==> config.mk <==
export PLATFORM = sky130hd
export DESIGN_NAME = utf_encoding_detector
export DESIGN_NICKNAME = d
export VERILOG_FILES = /design/src/hw/rtl/utfed_pkg.sv /design/src/hw/rtl/utf_encoding_detector.sv /design/src/hw/rtl/utfed_utf8_chk.sv /design/src/hw/rtl/utfed_word_chk.sv
export SDC_FILE = /design/constraint.sdc
export NUM_CORES = 1
export LEC_CHECK = 0
export CAP_MARGIN = 30
export CORE_UTILIZATION = 56
export CTS_CLUSTER_SIZE = 24
export DETAILED_ROUTE_END_ITERATION = 8
export DONT_BUFFER_PORTS = 1
export PLACE_DENSITY = 0.8
export RECOVER_POWER = 25
export SLEW_MARGIN = 40
export SYNTH_ARGS = -nofsm -noshare
export SYNTH_HDL_FRONTEND = slang
export SYNTH_SLANG_ARGS = --single-unit
==> constraint.sdc <==
create_clock -name clk -period 2.7 [get_ports clk]
set_input_delay 0.675 -clock clk [delete_from_list [all_inputs] [get_ports clk]]
set_output_delay 0.675 -clock clk [all_outputs]
set_load 0.01 [all_outputs]
==> src/hw/rtl/utfed_pkg.sv <==
`timescale 1ns / 1ps
// Shared types and constants for the UTF encoding detector.
// No dependencies.
package utfed_pkg;

	// UTF-8 automaton state codes
	localparam logic [3:0] EXP_LEAD  = 4'd0;
	localparam logic [3:0] EXP_CONT1 = 4'd1;
	localparam logic [3:0] EXP_CONT2 = 4'd2;
	localparam logic [3:0] EXP_CONT3 = 4'd3;
	localparam logic [3:0] EXP_E0    = 4'd4;
	localparam logic [3:0] EXP_ED    = 4'd5;
	localparam logic [3:0] EXP_F0    = 4'd6;
	localparam logic [3:0] EXP_F4    = 4'd7;

	localparam logic [7:0]  CONT_LO   = 8'h80;
	localparam logic [7:0]  CONT_HI   = 8'hBF;
	localparam logic [31:0] CP_MAX    = 32'h0010_FFFF;
	localparam logic [5:0]  SURR_HIGH = 6'b110110;
	localparam logic [5:0]  SURR_LOW  = 6'b110111;
	localparam logic [4:0]  SURR_TAG  = 5'b11011;

	// one request retiring from the input stage
	typedef struct packed {
		logic       take;
		logic       has;
		logic       last;
		logic [7:0] data;
	} step_t;

endpackage

==> src/hw/rtl/utf_encoding_detector.sv <==
`timescale 1ns / 1ps
// Top level of the UTF encoding detector: input register, validators, result register.
// Depends on utfed_pkg, utfed_utf8_chk, utfed_word_chk.
//
//  channel | dir | tdata                         | tuser    | tlast
//  s_      | in  | [7:0] data_byte               | has_byte | last_item
//  m_      | out | [0] utf8_valid [1] utf16le_valid [2] utf32le_valid, [7:3] zero | - | -
//
// One byte per cycle sustained while no last request is held back; a request is held in the input register,
// and the verdict appears in the result register the cycle after the last request leaves it.
// Reset clears both valid flags and all validator state; held bytes are not reset.
// Validator state is updated as a request leaves the input register.
// A non-last request never waits on m_tready; a last request waits only while
// an earlier verdict is still unaccepted.
module utf_encoding_detector import utfed_pkg::*; (
	input  logic       clk,
	input  logic       arst_n,
	input  logic       s_tvalid,
	output logic       s_tready,
	input  logic [7:0] s_tdata,   // [7:0] data_byte
	input  logic       s_tuser,   // [0] has_byte
	input  logic       s_tlast,
	output logic       m_tvalid,
	input  logic       m_tready,
	output logic [7:0] m_tdata    // [0] utf8, [1] utf16le, [2] utf32le, rest zero
);

	logic       valid_s1;
	logic [7:0] data_s1;
	logic       has_s1;
	logic       last_s1;
	logic       out_free;
	logic       adv;
	step_t      step;
	logic       v8, v16, v32;
	logic       out_valid_q;
	logic [2:0] out_flags_q;

	assign out_free = !out_valid_q || m_tready;
	assign adv      = valid_s1 && (!last_s1 || out_free);
	assign s_tready = !valid_s1 || adv;

	always_ff @(posedge clk or negedge arst_n) begin
		if (!arst_n) begin
			valid_s1 <= 1'b0;
		end else if (s_tready) begin
			valid_s1 <= s_tvalid;
		end
	end

	always_ff @(posedge clk) begin
		if (s_tready && s_tvalid) begin
			data_s1 <= s_tdata;
			has_s1  <= s_tuser;
			last_s1 <= s_tlast;
		end
	end

	assign step = '{take: adv, has: has_s1, last: last_s1, data: data_s1};

	utfed_utf8_chk u_utf8 (
		.clk     (clk),
		.arst_n  (arst_n),
		.step    (step),
		.verdict (v8)
	);

	utfed_word_chk u_word (
		.clk       (clk),
		.arst_n    (arst_n),
		.step      (step),
		.verdict16 (v16),
		.verdict32 (v32)
	);

	always_ff @(posedge clk or negedge arst_n) begin
		if (!arst_n) begin
			out_valid_q <= 1'b0;
		end else if (adv && last_s1) begin
			out_valid_q <= 1'b1;
		end else if (m_tready) begin
			out_valid_q <= 1'b0;
		end
	end

	always_ff @(posedge clk) begin
		if (adv && last_s1) begin
			out_flags_q <= {v32, v16, v8};
		end
	end

	assign m_tvalid = out_valid_q;
	assign m_tdata  = {5'b00000, out_flags_q};

	a_last_makes_result: assert property (@(posedge clk) disable iff (!arst_n)
		(adv && last_s1) |=> m_tvalid)
		else $error("last request retired without a verdict");

	a_last_held_on_stall: assert property (@(posedge clk) disable iff (!arst_n)
		(valid_s1 && last_s1 && m_tvalid && !m_tready) |=> (valid_s1 && $stable(last_s1)))
		else $error("last request left input stage while verdict was blocked");

	a_stall_only_when_full: assert property (@(posedge clk) disable iff (!arst_n)
		!s_tready |-> (valid_s1 && last_s1 && m_tvalid))
		else $error("input stalled without a blocked last request");

	a_result_drop_taken: assert property (@(posedge clk) disable iff (!arst_n)
		$fell(m_tvalid) |-> $past(m_tready))
		else $error("verdict dropped without being taken");

endmodule

==> src/hw/rtl/utfed_utf8_chk.sv <==
`timescale 1ns / 1ps
// UTF-8 well-formedness automaton, one byte per step.
// Depends on utfed_pkg.
module utfed_utf8_chk import utfed_pkg::*; (
	input  logic  clk,
	input  logic  arst_n,
	input  step_t step,
	output logic  verdict
);

	logic [3:0] expect_q, expect_n;
	logic       good_q, good_n;
	logic [7:0] b, lo, hi;
	logic [3:0] nxt;
	logic       cont_st;

	assign b = step.data;

	always_comb begin
		expect_n = expect_q;
		good_n   = good_q;
		lo       = CONT_LO;
		hi       = CONT_HI;
		nxt      = EXP_LEAD;
		cont_st  = 1'b1;
		unique case (expect_q)
			EXP_LEAD:  cont_st = 1'b0;
			EXP_CONT1: nxt = EXP_LEAD;
			EXP_CONT2: nxt = EXP_CONT1;
			EXP_CONT3: nxt = EXP_CONT2;
			EXP_E0: begin
				lo  = 8'hA0;
				nxt = EXP_CONT1;
			end
			EXP_ED: begin
				hi  = 8'h9F;
				nxt = EXP_CONT1;
			end
			EXP_F0: begin
				lo  = 8'h90;
				nxt = EXP_CONT2;
			end
			EXP_F4: begin
				hi  = 8'h8F;
				nxt = EXP_CONT2;
			end
			default: begin
				lo  = 8'hFF;
				hi  = 8'h00;
			end
		endcase
		if (step.has) begin
			if (!cont_st) begin
				priority if (b <= 8'h7F) begin
					expect_n = EXP_LEAD;
				end else if (b >= 8'hC2 && b <= 8'hDF) begin
					expect_n = EXP_CONT1;
				end else if (b == 8'hE0) begin
					expect_n = EXP_E0;
				end else if (b == 8'hED) begin
					expect_n = EXP_ED;
				end else if (b >= 8'hE1 && b <= 8'hEF) begin
					expect_n = EXP_CONT2;
				end else if (b == 8'hF0) begin
					expect_n = EXP_F0;
				end else if (b >= 8'hF1 && b <= 8'hF3) begin
					expect_n = EXP_CONT3;
				end else if (b == 8'hF4) begin
					expect_n = EXP_F4;
				end else begin
					good_n   = 1'b0;
					expect_n = EXP_LEAD;
				end
			end else if (b >= lo && b <= hi) begin
				expect_n = nxt;
			end else begin
				good_n   = 1'b0;
				expect_n = EXP_LEAD;
			end
		end
	end

	assign verdict = good_n && (expect_n == EXP_LEAD);

	always_ff @(posedge clk or negedge arst_n) begin
		if (!arst_n) begin
			expect_q <= EXP_LEAD;
			good_q   <= 1'b1;
		end else if (step.take) begin
			if (step.last) begin
				expect_q <= EXP_LEAD;
				good_q   <= 1'b1;
			end else begin
				expect_q <= expect_n;
				good_q   <= good_n;
			end
		end
	end

endmodule

==> src/hw/rtl/utfed_word_chk.sv <==
`timescale 1ns / 1ps
// UTF-16LE surrogate pairing and UTF-32LE range check on assembled words.
// Depends on utfed_pkg.
module utfed_word_chk import utfed_pkg::*; (
	input  logic  clk,
	input  logic  arst_n,
	input  step_t step,
	output logic  verdict16,
	output logic  verdict32
);

	logic [1:0]  pos_q, pos_n;
	logic [23:0] held_q, held_n;
	logic        hs_q, hs_n;
	logic        g16_q, g16_n;
	logic        g32_q, g32_n;
	logic [15:0] w16;
	logic [31:0] w32;
	logic        is_hi, is_lo;

	assign w16   = {step.data, (pos_q[1] ? held_q[23:16] : held_q[7:0])};
	assign w32   = {step.data, held_q};
	assign is_hi = (w16[15:10] == SURR_HIGH);
	assign is_lo = (w16[15:10] == SURR_LOW);

	always_comb begin
		pos_n  = pos_q;
		held_n = held_q;
		hs_n   = hs_q;
		g16_n  = g16_q;
		g32_n  = g32_q;
		if (step.has) begin
			pos_n = pos_q + 2'd1;
			unique case (pos_q)
				2'd0: held_n = {16'h0000, step.data};
				2'd1: held_n = {8'h00, step.data, held_q[7:0]};
				2'd2: held_n = {step.data, held_q[15:0]};
				default: held_n = '0;
			endcase
			if (pos_q[0]) begin
				if (hs_q) begin
					hs_n = 1'b0;
					if (!is_lo) begin
						g16_n = 1'b0;
					end
				end else if (is_hi) begin
					hs_n = 1'b1;
				end else if (is_lo) begin
					g16_n = 1'b0;
				end
			end
			if (pos_q == 2'd3) begin
				if (w32 > CP_MAX || w32[31:11] == {16'h0000, SURR_TAG}) begin
					g32_n = 1'b0;
				end
			end
		end
	end

	assign verdict16 = g16_n && !hs_n && !pos_n[0];
	assign verdict32 = g32_n && (pos_n == 2'd0);

	always_ff @(posedge clk or negedge arst_n) begin
		if (!arst_n) begin
			pos_q <= 2'd0;
			hs_q  <= 1'b0;
			g16_q <= 1'b1;
			g32_q <= 1'b1;
		end else if (step.take) begin
			if (step.last) begin
				pos_q <= 2'd0;
				hs_q  <= 1'b0;
				g16_q <= 1'b1;
				g32_q <= 1'b1;
			end else begin
				pos_q <= pos_n;
				hs_q  <= hs_n;
				g16_q <= g16_n;
				g32_q <= g32_n;
			end
		end
	end

	always_ff @(posedge clk) begin
		if (step.take) begin
			held_q <= step.last ? 24'h000000 : held_n;
		end
	end

endmodule
# Yosys cells after proc, flatten, opt, wreduce, memory -nomap -nowiden
# Index checks and enable logic that the tools add are counted.
# W data, S select, Z words.
# classes
muxes,49
order_cmp,10
reduce_logical,33
n_eq_ne,19
add_sub_neg,1
# ops
cell,n
$pmux W24 S3,1
$mux W4,10
$eq A8 B8 Y1 const B,4
$gt A32 B21 Y1 const B,1
$mux W1,30
$ge A8 B8 Y1 const B,3
$le A8 B8 Y1 const B,3
$mux W24,1
$pmux W8 S3,1
$eq A21 B5 Y1 const B,1
$pmux W7 S3,1
$eq A4 B3 Y1 const B,4
$eq A6 B6 Y1 const B,2
$reduce_or A6 Y1,2
$logic_and A1 B1 Y1,11
$eq A4 B2 Y1 const B,2
$ge A8 B8 Y1,1
$le A8 B7 Y1 const B,1
$le A8 B8 Y1,1
$logic_not A4 Y1,2
$mux W2,3
$reduce_or A3 Y1,2
$logic_not A1 Y1,5
$eq A2 B2 Y1 const B,2
other kinds (12),18
# totals
ff_bits,49
inputBits,14

# Depth between registers and ports, before layout
# Gate-level depths: netlist of run 1.
# depth
ltp_word,13
ltp_mapped,9

# By module
# A second synthesis of run 1 with hierarchy kept.
# hier_totals
cells_unflattened,229
area_unflattened_um2,2377.3
# by_module_without_submodules
mod,area_each_um2,cells_each,instances
utfed_word_chk,965.9,88,1
utfed_utf8_chk,873.3,112,1
utf_encoding_detector,538.0,29,1

# Worst setup path after synthesis of run 1
# Ideal clock, no wire load.
# synth_timing
path_kind,register to register
from,reg u_utf8.expect_q[3]
to,reg out_flags_q[0] (data pin)
arrival_time_ns,2.340
stages_incl_launch_ff,9
n_path_buf,2
synth_period_minus_slack_ns,2.611
slack_ns,0.089
required_ns,2.428
cell_sequence,dfrtp_1 -> buf_6 -> dlygate4sd3_1 -> ha_1 -> a21oi_1 -> o21a_1 -> o221ai_1 -> o41ai_1 -> nor4_2
# synth_between
elab_chain_cells,10
word_cells_on_any_way,26
cone_classes,order compare (2); eq/ne (7); mux (9); reduce/logical (8)
# synth_lines
item,line,rtl
start: declaration,utfed_utf8_chk.sv:11,"logic [3:0] expect_q, expect_n;"
start signal: assignment,utfed_utf8_chk.sv:94,expect_q <= expect_n;
"$eq A4 B1 Y1, or another cell as far along",utfed_utf8_chk.sv:26,unique case (expect_q)
$reduce_or A6 Y1 (no source line),--,
$pmux W7 S3 / $pmux W8 S3 (equally long branches),utfed_utf8_chk.sv:26,
$ge A8 B8 Y1 / $le A8 B8 Y1 (equally long branches),utfed_utf8_chk.sv:74,end else if (b >= lo && b <= hi) begin
$logic_and A1 B1 Y1,utfed_utf8_chk.sv:74,
$mux W2,utfed_utf8_chk.sv:74,
$mux W4,utfed_utf8_chk.sv:53,if (!cont_st) begin
$mux W4,utfed_utf8_chk.sv:52,if (step.has) begin
$logic_not A4 Y1,utfed_utf8_chk.sv:83,assign verdict = good_n && (expect_n == EXP_LEAD);
$logic_and A1 B1 Y1 *,utfed_utf8_chk.sv:83,
named net u_utf8.verdict,utfed_utf8_chk.sv:8,output logic verdict
end signal: assignment,utf_encoding_detector.sv:88,"out_flags_q <= {v32, v16, v8};"
end: declaration,utf_encoding_detector.sv:37,logic [2:0] out_flags_q;
# The timed path passes the listed nets; every way through them passes the cells marked *.
# A chain may end at the register's enable or synchronous reset.

# Worst setup path in the final report of run 1
# layout_timing
from,reg u_utf8.expect_q[1]
to,reg out_flags_q[0] (data pin)
# The elaborated chain is that of the path after synthesis.

==> results.py, run 1 <==
metrics = {
    "cells_and_area": {
        "layout_commonest_cell": "edfxtp_1",
        "diodes": 0,
        "layout_common_cells": "26 x edfxtp_1, 18 x nand2_1, 18 x ha_1",
        "multi_input_area_um2": 1100,
        "final_util_pct": 60.78,
        "nNetsFinal": 254,
        "register_area_um2": 1085,
        "nFillCells": 327,
        "synthToLayoutAreaGrowth_pct": 3.516,
        "drive_gt1_share_pct": 8.520,
    },
    "worst_setup_path": {
        "cp-start-kind": "flip-flop",
        "crit_path_start": "u_utf8.expect_q[1]$_DFFE_PN0P_",
        "worstPathMaxFanout": 5,
        "r2r_slack_ns": 0.19,
        "cp_data_arrival_time_ns": 2.53,
        "end_kind": "flip-flop",
        "r2r_cells": 9,
        "rr_startpoint": "u_utf8.expect_q[1]$_DFFE_PN0P_",
        "cp.required_ns": 2.72,
        "rr_endpoint": "out_flags_q[0]$_DFFE_PP_",
        "path_class": "reg -> reg",
        "cp_cell_sequence": "inv_1 > a31oi_1 > ha_1 > and4_1 > nand2_1 > o21ai_0 > o221ai_1 > o41ai_1 > nor4_2",
        "crit_end": "out_flags_q[0]$_DFFE_PP_",
        "critPathSlowestCell": "o41ai_1",
        "max_stage_delay_ns": 0.56,
    },
    "synthesis": {
        "avgSynthCellArea_um2": 10.35,
        "synthesis.instances": 227,
        "seq_area_frac_synth_pct": 46.19,
        "ys_seq_elements": 38,
        "synth_cell_type_count": 54,
        "synth_edf_count": 26,
        "synthArstFlopShare_pct": 31.58,
        "yosys-top-cells-area": "edfxtp_1 33%, dfrtp_1 9.6%, ha_1 9.6%",
        "synth.cell_area_um2": 2349,
        "synth-warning-count": 0,
        "synth_top_area_cell": "edfxtp_1",
        "synth_top_cell_area_share_pct": 33.24,
        "synth-main-ff-cell": "edfxtp_1",
    },
    "floorplan": {
        "io_pins": 24,
        "dieHeight_um": 66.76,
        "start_util_pct": 58.71,
        "design.core.area_um2": 4000,
        "die_w_um": 66.76,
        "die-area_um2": 4457,
        "placementRows": 23,
    },
    "drt": {
        "routed_wl_um": 4101,
        "wire_per_inst_um": 15.02,
        "drtAntennaViolNets": 0,
        "vias": 1610,
        "drtPass1Iterations": 4,
        "drt_iter0_markers": 60,
        "vias_per_cell": 5.897,
        "drc_errors": 0,
    },
    "sta": {
        "tightest_slew_ns": 0.5317,
        "period_minus_slack_ns": 2.506,
        "fmax_mhz": 399.0,
        "hold_viol": 0,
        "fin_setup_tns_ns": 0,
        "grt_setup_unrepaired": "no",
        "whs_ns": 0.06826,
        "fin_skew_ns": 0.009389,
        "setup_violations": 0,
        "period_share_pct": 92.83,
        "drv_slew": 0,
        "slew_headroom_pct": 64.09,
    },
    "pwr": {
        "p_leak_nw": 0.9688,
        "p_total_mw": 1.345,
        "vdd_drop_max_mv": 0.4367,
        "power_density_nw_per_um2": 553.3,
    },
    "hold_path": {
        "hp-class": "in -> async",
    },
    "global_routing": {
        "grt_pass1_wl_um": 6375,
        "grt_max_degree": 15,
        "antenna_found_initial": 0,
        "grt_pass1_vias": 1358,
        "overflow": 0,
        "grt_use_total_pct": 19.80,
    },
    "placed_design": {
        "port_buffers": 0,
        "gp_congestion": 0.8556,
        "hpwlAfterDp_um": 3011,
    },
    "clock_tree": {
        "post_cts_buffers": 0,
        "clockRootBuffer": "clkbuf_8",
        "cts_tree": "yes",
        "cts_buffers": 5,
        "clock_latency_ns": 0.29,
        "cts_sinks": 38,
        "cts_hold_buf": 0,
        "htreeDepth": 2,
        "clk_path_buf_depth": 2,
        "clk_pin_slew_ns": 0.07,
        "cts_resized": 0,
    },
    "outcome": {
        "outcome": "complete, no violations",
    },
    "run": {
        "maxCapViolations": 0,
    },
}
-- cells by family (layout without fill, tap and decap cells) --
family | count (synthesis) | count (layout) | share of synthesized area (%)
AO/OA/AOI/OAI | 47 | 47 | 14.33
XOR/XNOR | 1 | 1 | 0.3730
adder cells (fa/ha/maj) | 18 | 18 | 9.590
buffers and inverters | 34 | 26 | 7.619
flip-flops | 38 | 38 | 46.19
multiplexers | 2 | 2 | 0.8525
other | 1 | 5 | 0.1597
AND/OR/NAND/NOR | 86 | 86 | 20.88
-- cell type report --
class	instances	area share, %
multi-input cells	159	45.24
flip-flops and latches	38	44.62
clock buffers	8	4.169
well taps	50	2.573
inverters	14	2.162
repair buffers	4	1.235
-- metal layers --
layer | wire length [um] | vias up | GRT usage [%]
li1 | - | 801 | -
met2 | 1902 | 46 | 28.16
met3 | 196 | 5 | 5.137
met4 | 55 | 0 | 6.915
met5 | 0 | - | 0
met1 | 1947 | 758 | 28.77
-- how the worst min path moves through the flow --
stage / from / to / slack, ns
after floorplan: arst_n / m_tvalid$_DFFE_PN0P_ / 0.38
after global placement: arst_n / u_word.pos_q[1]$_DFFE_PN0P_ / 0.38
after detailed placement: arst_n / u_word.pos_q[1]$_DFFE_PN0P_ / 0.38
after CTS: arst_n / u_word.hs_q$_DFFE_PN0P_ / 0.06
after global routing: arst_n / u_word.hs_q$_DFFE_PN0P_ / 0.06
final: arst_n / u_utf8.expect_q[2]$_DFFE_PN0P_ / 0.07
-- where the power goes --
group	internal (mW)	switching (mW)
clock	0.239	0.186
combinational	0.0786	0.109
sequential	0.683	0.0489
-- stage by stage --
step           std cells  setup slack [ns]  cell area, um2
3_3_place_gp         265            0.3254            2330
2_1_floorplan        231           0.08858            2364
3_5_place_dp         265            0.2173            2330
5_1_grt              273          0.006526            2431
4_1_cts              273            0.2130            2431
6_report             273            0.1937            2431
-- worst max-delay path, delay by kind of cell (launching register included) --
kind            cells  cell delay, ns
compound gates      4            1.01
fa+ha+maj           1            0.30
buf+inv             1            0.14
flops               1            0.44
simple gates        3            0.35
-- registers in the layout, indices dropped and copies added, names as in the netlist, 2 cells and up --
register	cells
data_s1	8
out_flags_q	3
u_utf8.expect_q	4
u_word.held_q	13
u_word.pos_q	2
-- synthesized netlist by cell type, types with 3 or more instances --
cell / instances
clkbuf_1: 7
dfrtp_1: 9
nor3_1: 6
o31ai_1: 4
nand2b_1: 3
edfxtp_1: 26
a31oi_1: 4
nand3_1: 4
and2_1: 15
nor2b_1: 6
dfstp_2: 3
ha_1: 18
inv_1: 14
o21ai_0: 8
nand2_1: 18
buf_4: 5
buf_2: 4
a21oi_1: 8
a211oi_1: 3
nor2_1: 14
or3_1: 3
No activity file was read; power rests on OpenSTA's default activity.
==> inputs of run 2 (changes only) <==
--- a/config.mk
+++ b/config.mk
@@ -8,3 +8,3 @@
 export CAP_MARGIN = 30
-export CORE_UTILIZATION = 56
+export CORE_UTILIZATION = 60
 export CTS_CLUSTER_SIZE = 24
@@ -12,3 +12,3 @@
 export DONT_BUFFER_PORTS = 1
-export PLACE_DENSITY = 0.8
+export PLACE_DENSITY = 0.82
 export RECOVER_POWER = 25
==> constraint.sdc (replaced) <==
create_clock -name clk -period 2.4 [get_ports clk]
set_input_delay 0 -clock clk [delete_from_list [all_inputs] [get_ports clk]]
set_output_delay 0 -clock clk [all_outputs]
set_load 0.01 [all_outputs]
==> results.py, run 2 (synthesized netlist as in run 1, its figures left out) <==
metrics = {
    "outcome": {
        "outcome": "complete, no violations",
    },
    "cells_and_area": {
        "register_area_um2": 1085,
        "nNetsFinal": 277,
        "final_util_pct": 70.74,
        "largest_reg_flops": 13,
        "drive_gt1_share_pct": 13.41,
        "multi_input_area_um2": 1114,
        "layout_commonest_cell": "edfxtp_1",
        "layout_common_cells": "26 x edfxtp_1, 18 x nand2_1, 18 x ha_1",
        "largestRegisters": "u_word.held_q: 13 flops, data_s1: 8 flops, u_utf8.expect_q: 4 flops",
        "diodes": 0,
        "nFillCells": 267,
        "regMostFlops": "u_word.held_q",
        "synthToLayoutAreaGrowth_pct": 11.93,
    },
    "run": {
        "maxCapViolations": 0,
    },
    "drt": {
        "vias_per_cell": 5.833,
        "drt_iter0_markers": 89,
        "drc_errors": 0,
        "drtAntennaViolNets": 0,
        "vias": 1715,
        "routed_wl_um": 4402,
        "drtPass1Iterations": 4,
        "wire_per_inst_um": 14.97,
    },
    "floorplan": {
        "start_util_pct": 63.20,
        "die_w_um": 64.57,
        "dieHeight_um": 64.57,
        "design.core.area_um2": 3716,
        "io_pins": 24,
        "die-area_um2": 4169,
        "placementRows": 22,
    },
    "clock_tree": {
        "cts_sinks": 38,
        "clockRootBuffer": "clkbuf_8",
        "htreeDepth": 2,
        "clock_latency_ns": 0.29,
        "cts_buffers": 5,
        "clk_path_buf_depth": 2,
        "cts_tree": "yes",
        "clk_pin_slew_ns": 0.07,
    },
    "worst_setup_path": {
        "worstPathMaxFanout": 5,
        "cp_data_arrival_time_ns": 2.27,
        "cp.required_ns": 2.43,
        "path_class": "reg -> reg",
        "path_buf_inv": 1,
        "cp_top_family": "compound AO/OA/AOI/OAI gates",
        "cp_cell_sequence": "inv_2 > a31oi_1 > ha_1 > and4_1 > nand2_1 > o21ai_1 > o221ai_2 > o41ai_2 > nor4_2",
        "cp-start-kind": "flip-flop",
        "end_kind": "flip-flop",
        "critPathSlowestCell": "dfrtp_1",
        "max_stage_delay_ns": 0.44,
    },
    "sta": {
        "drv_slew": 0,
        "slew_headroom_pct": 64.31,
        "fin_setup_tns_ns": 0,
        "period_share_pct": 93.39,
        "fmax_mhz": 446.1,
        "grt_setup_unrepaired": "no",
        "fin_skew_ns": 0.007482,
        "hold_viol": 0,
        "setup_violations": 0,
        "period_minus_slack_ns": 2.241,
        "tightest_slew_ns": 0.5336,
    },
    "global_routing": {
        "overflow": 0,
        "grt_pass1_wl_um": 7479,
        "grt_pass1_vias": 1666,
        "grt_max_degree": 13,
        "antenna_found_initial": 0,
        "grt_use_total_pct": 24.20,
    },
    "placed_design": {
        "port_buffers": 0,
        "gp_congestion": 0.9083,
        "hpwlAfterDp_um": 3131,
    },
    "pwr": {
        "power_density_nw_per_um2": 565.4,
        "vdd_drop_max_mv": 0.4558,
        "p_leak_nw": 1.073,
    },
    "hold_path": {
        "hp-class": "in -> reg",
    },
}
==> run 2: worst paths after layout <==
path	from	end	slack (ns)	cells past startpoint
hold reg to reg	u_word.g16_q$_DFFE_PN1P_	u_word.g16_q$_DFFE_PN1P_	0.48	2
max in group asynchronous	arst_n	u_utf8.good_q$_DFFE_PN1P_	1.91	1
setup reg to reg	u_utf8.expect_q[1]$_DFFE_PN0P_	out_flags_q[0]$_DFFE_PP_	0.16	9
min in group asynchronous	arst_n	u_word.hs_q$_DFFE_PN0P_	0.12	1
hold / removal	m_tready	valid_s1$_DFFE_PN0N_	0.006	2
setup / recovery	u_utf8.expect_q[1]$_DFFE_PN0P_	out_flags_q[0]$_DFFE_PP_	0.16	9
==> run 2: where the power goes <==
part	leakage (nW)	internal [mW]	switching, mW
clock network	0.0450	0.201	0.219
registers	0.406	0.769	0.0494
logic	0.622	0.112	0.136
==> run 2: layout make-up <==
type / count / area share (%)
Tap cell: 48 / 2.285
Multi-Input combinational cell: 159 / 42.36
Inverter: 14 / 1.999
Sequential cell: 38 / 41.27
Clock buffer: 6 / 2.761
Clock inverter: 2 / 0.3808
Timing Repair Buffer: 27 / 8.948
==> run 2: per-stage QoR <==
stage          instance area, um2  setup WS, ns  hold WS [ns]  instances  power, mW
3_3_place_gp                 2394        0.1506       -0.2952        270      1.046
2_1_floorplan                2376       0.07265       -0.2956        231      1.003
5_1_grt                      2629       0.02509       0.04708        294      1.559
3_5_place_dp                 2394       0.07674       -0.2953        270      1.052
4_1_cts                      2606       0.07025      0.004919        291      1.485
6_report                     2629        0.1586      0.006296        294      1.486
==> run 2: metal layers <==
metal | GRT usage, % | part of all wire (%) | vias up | routed length (um)
li1 | - | - | 852 | -
met4 | 9.167 | 1.5 | 0 | 65
met2 | 38.03 | 48 | 46 | 2132
met1 | 32.41 | 45 | 811 | 1996
met5 | 0 | 0 | - | 0
met3 | 5.810 | 4.7 | 6 | 208
==> run 2: timing repair <==
action | in CTS | in global routing
setup endpoints to repair | 0 | 1
endpoints found under the hold margin | 24 | 0
hold buffers | 13 | 0
buffers inserted | 0 | 3
gates resized for setup | 0 | 1
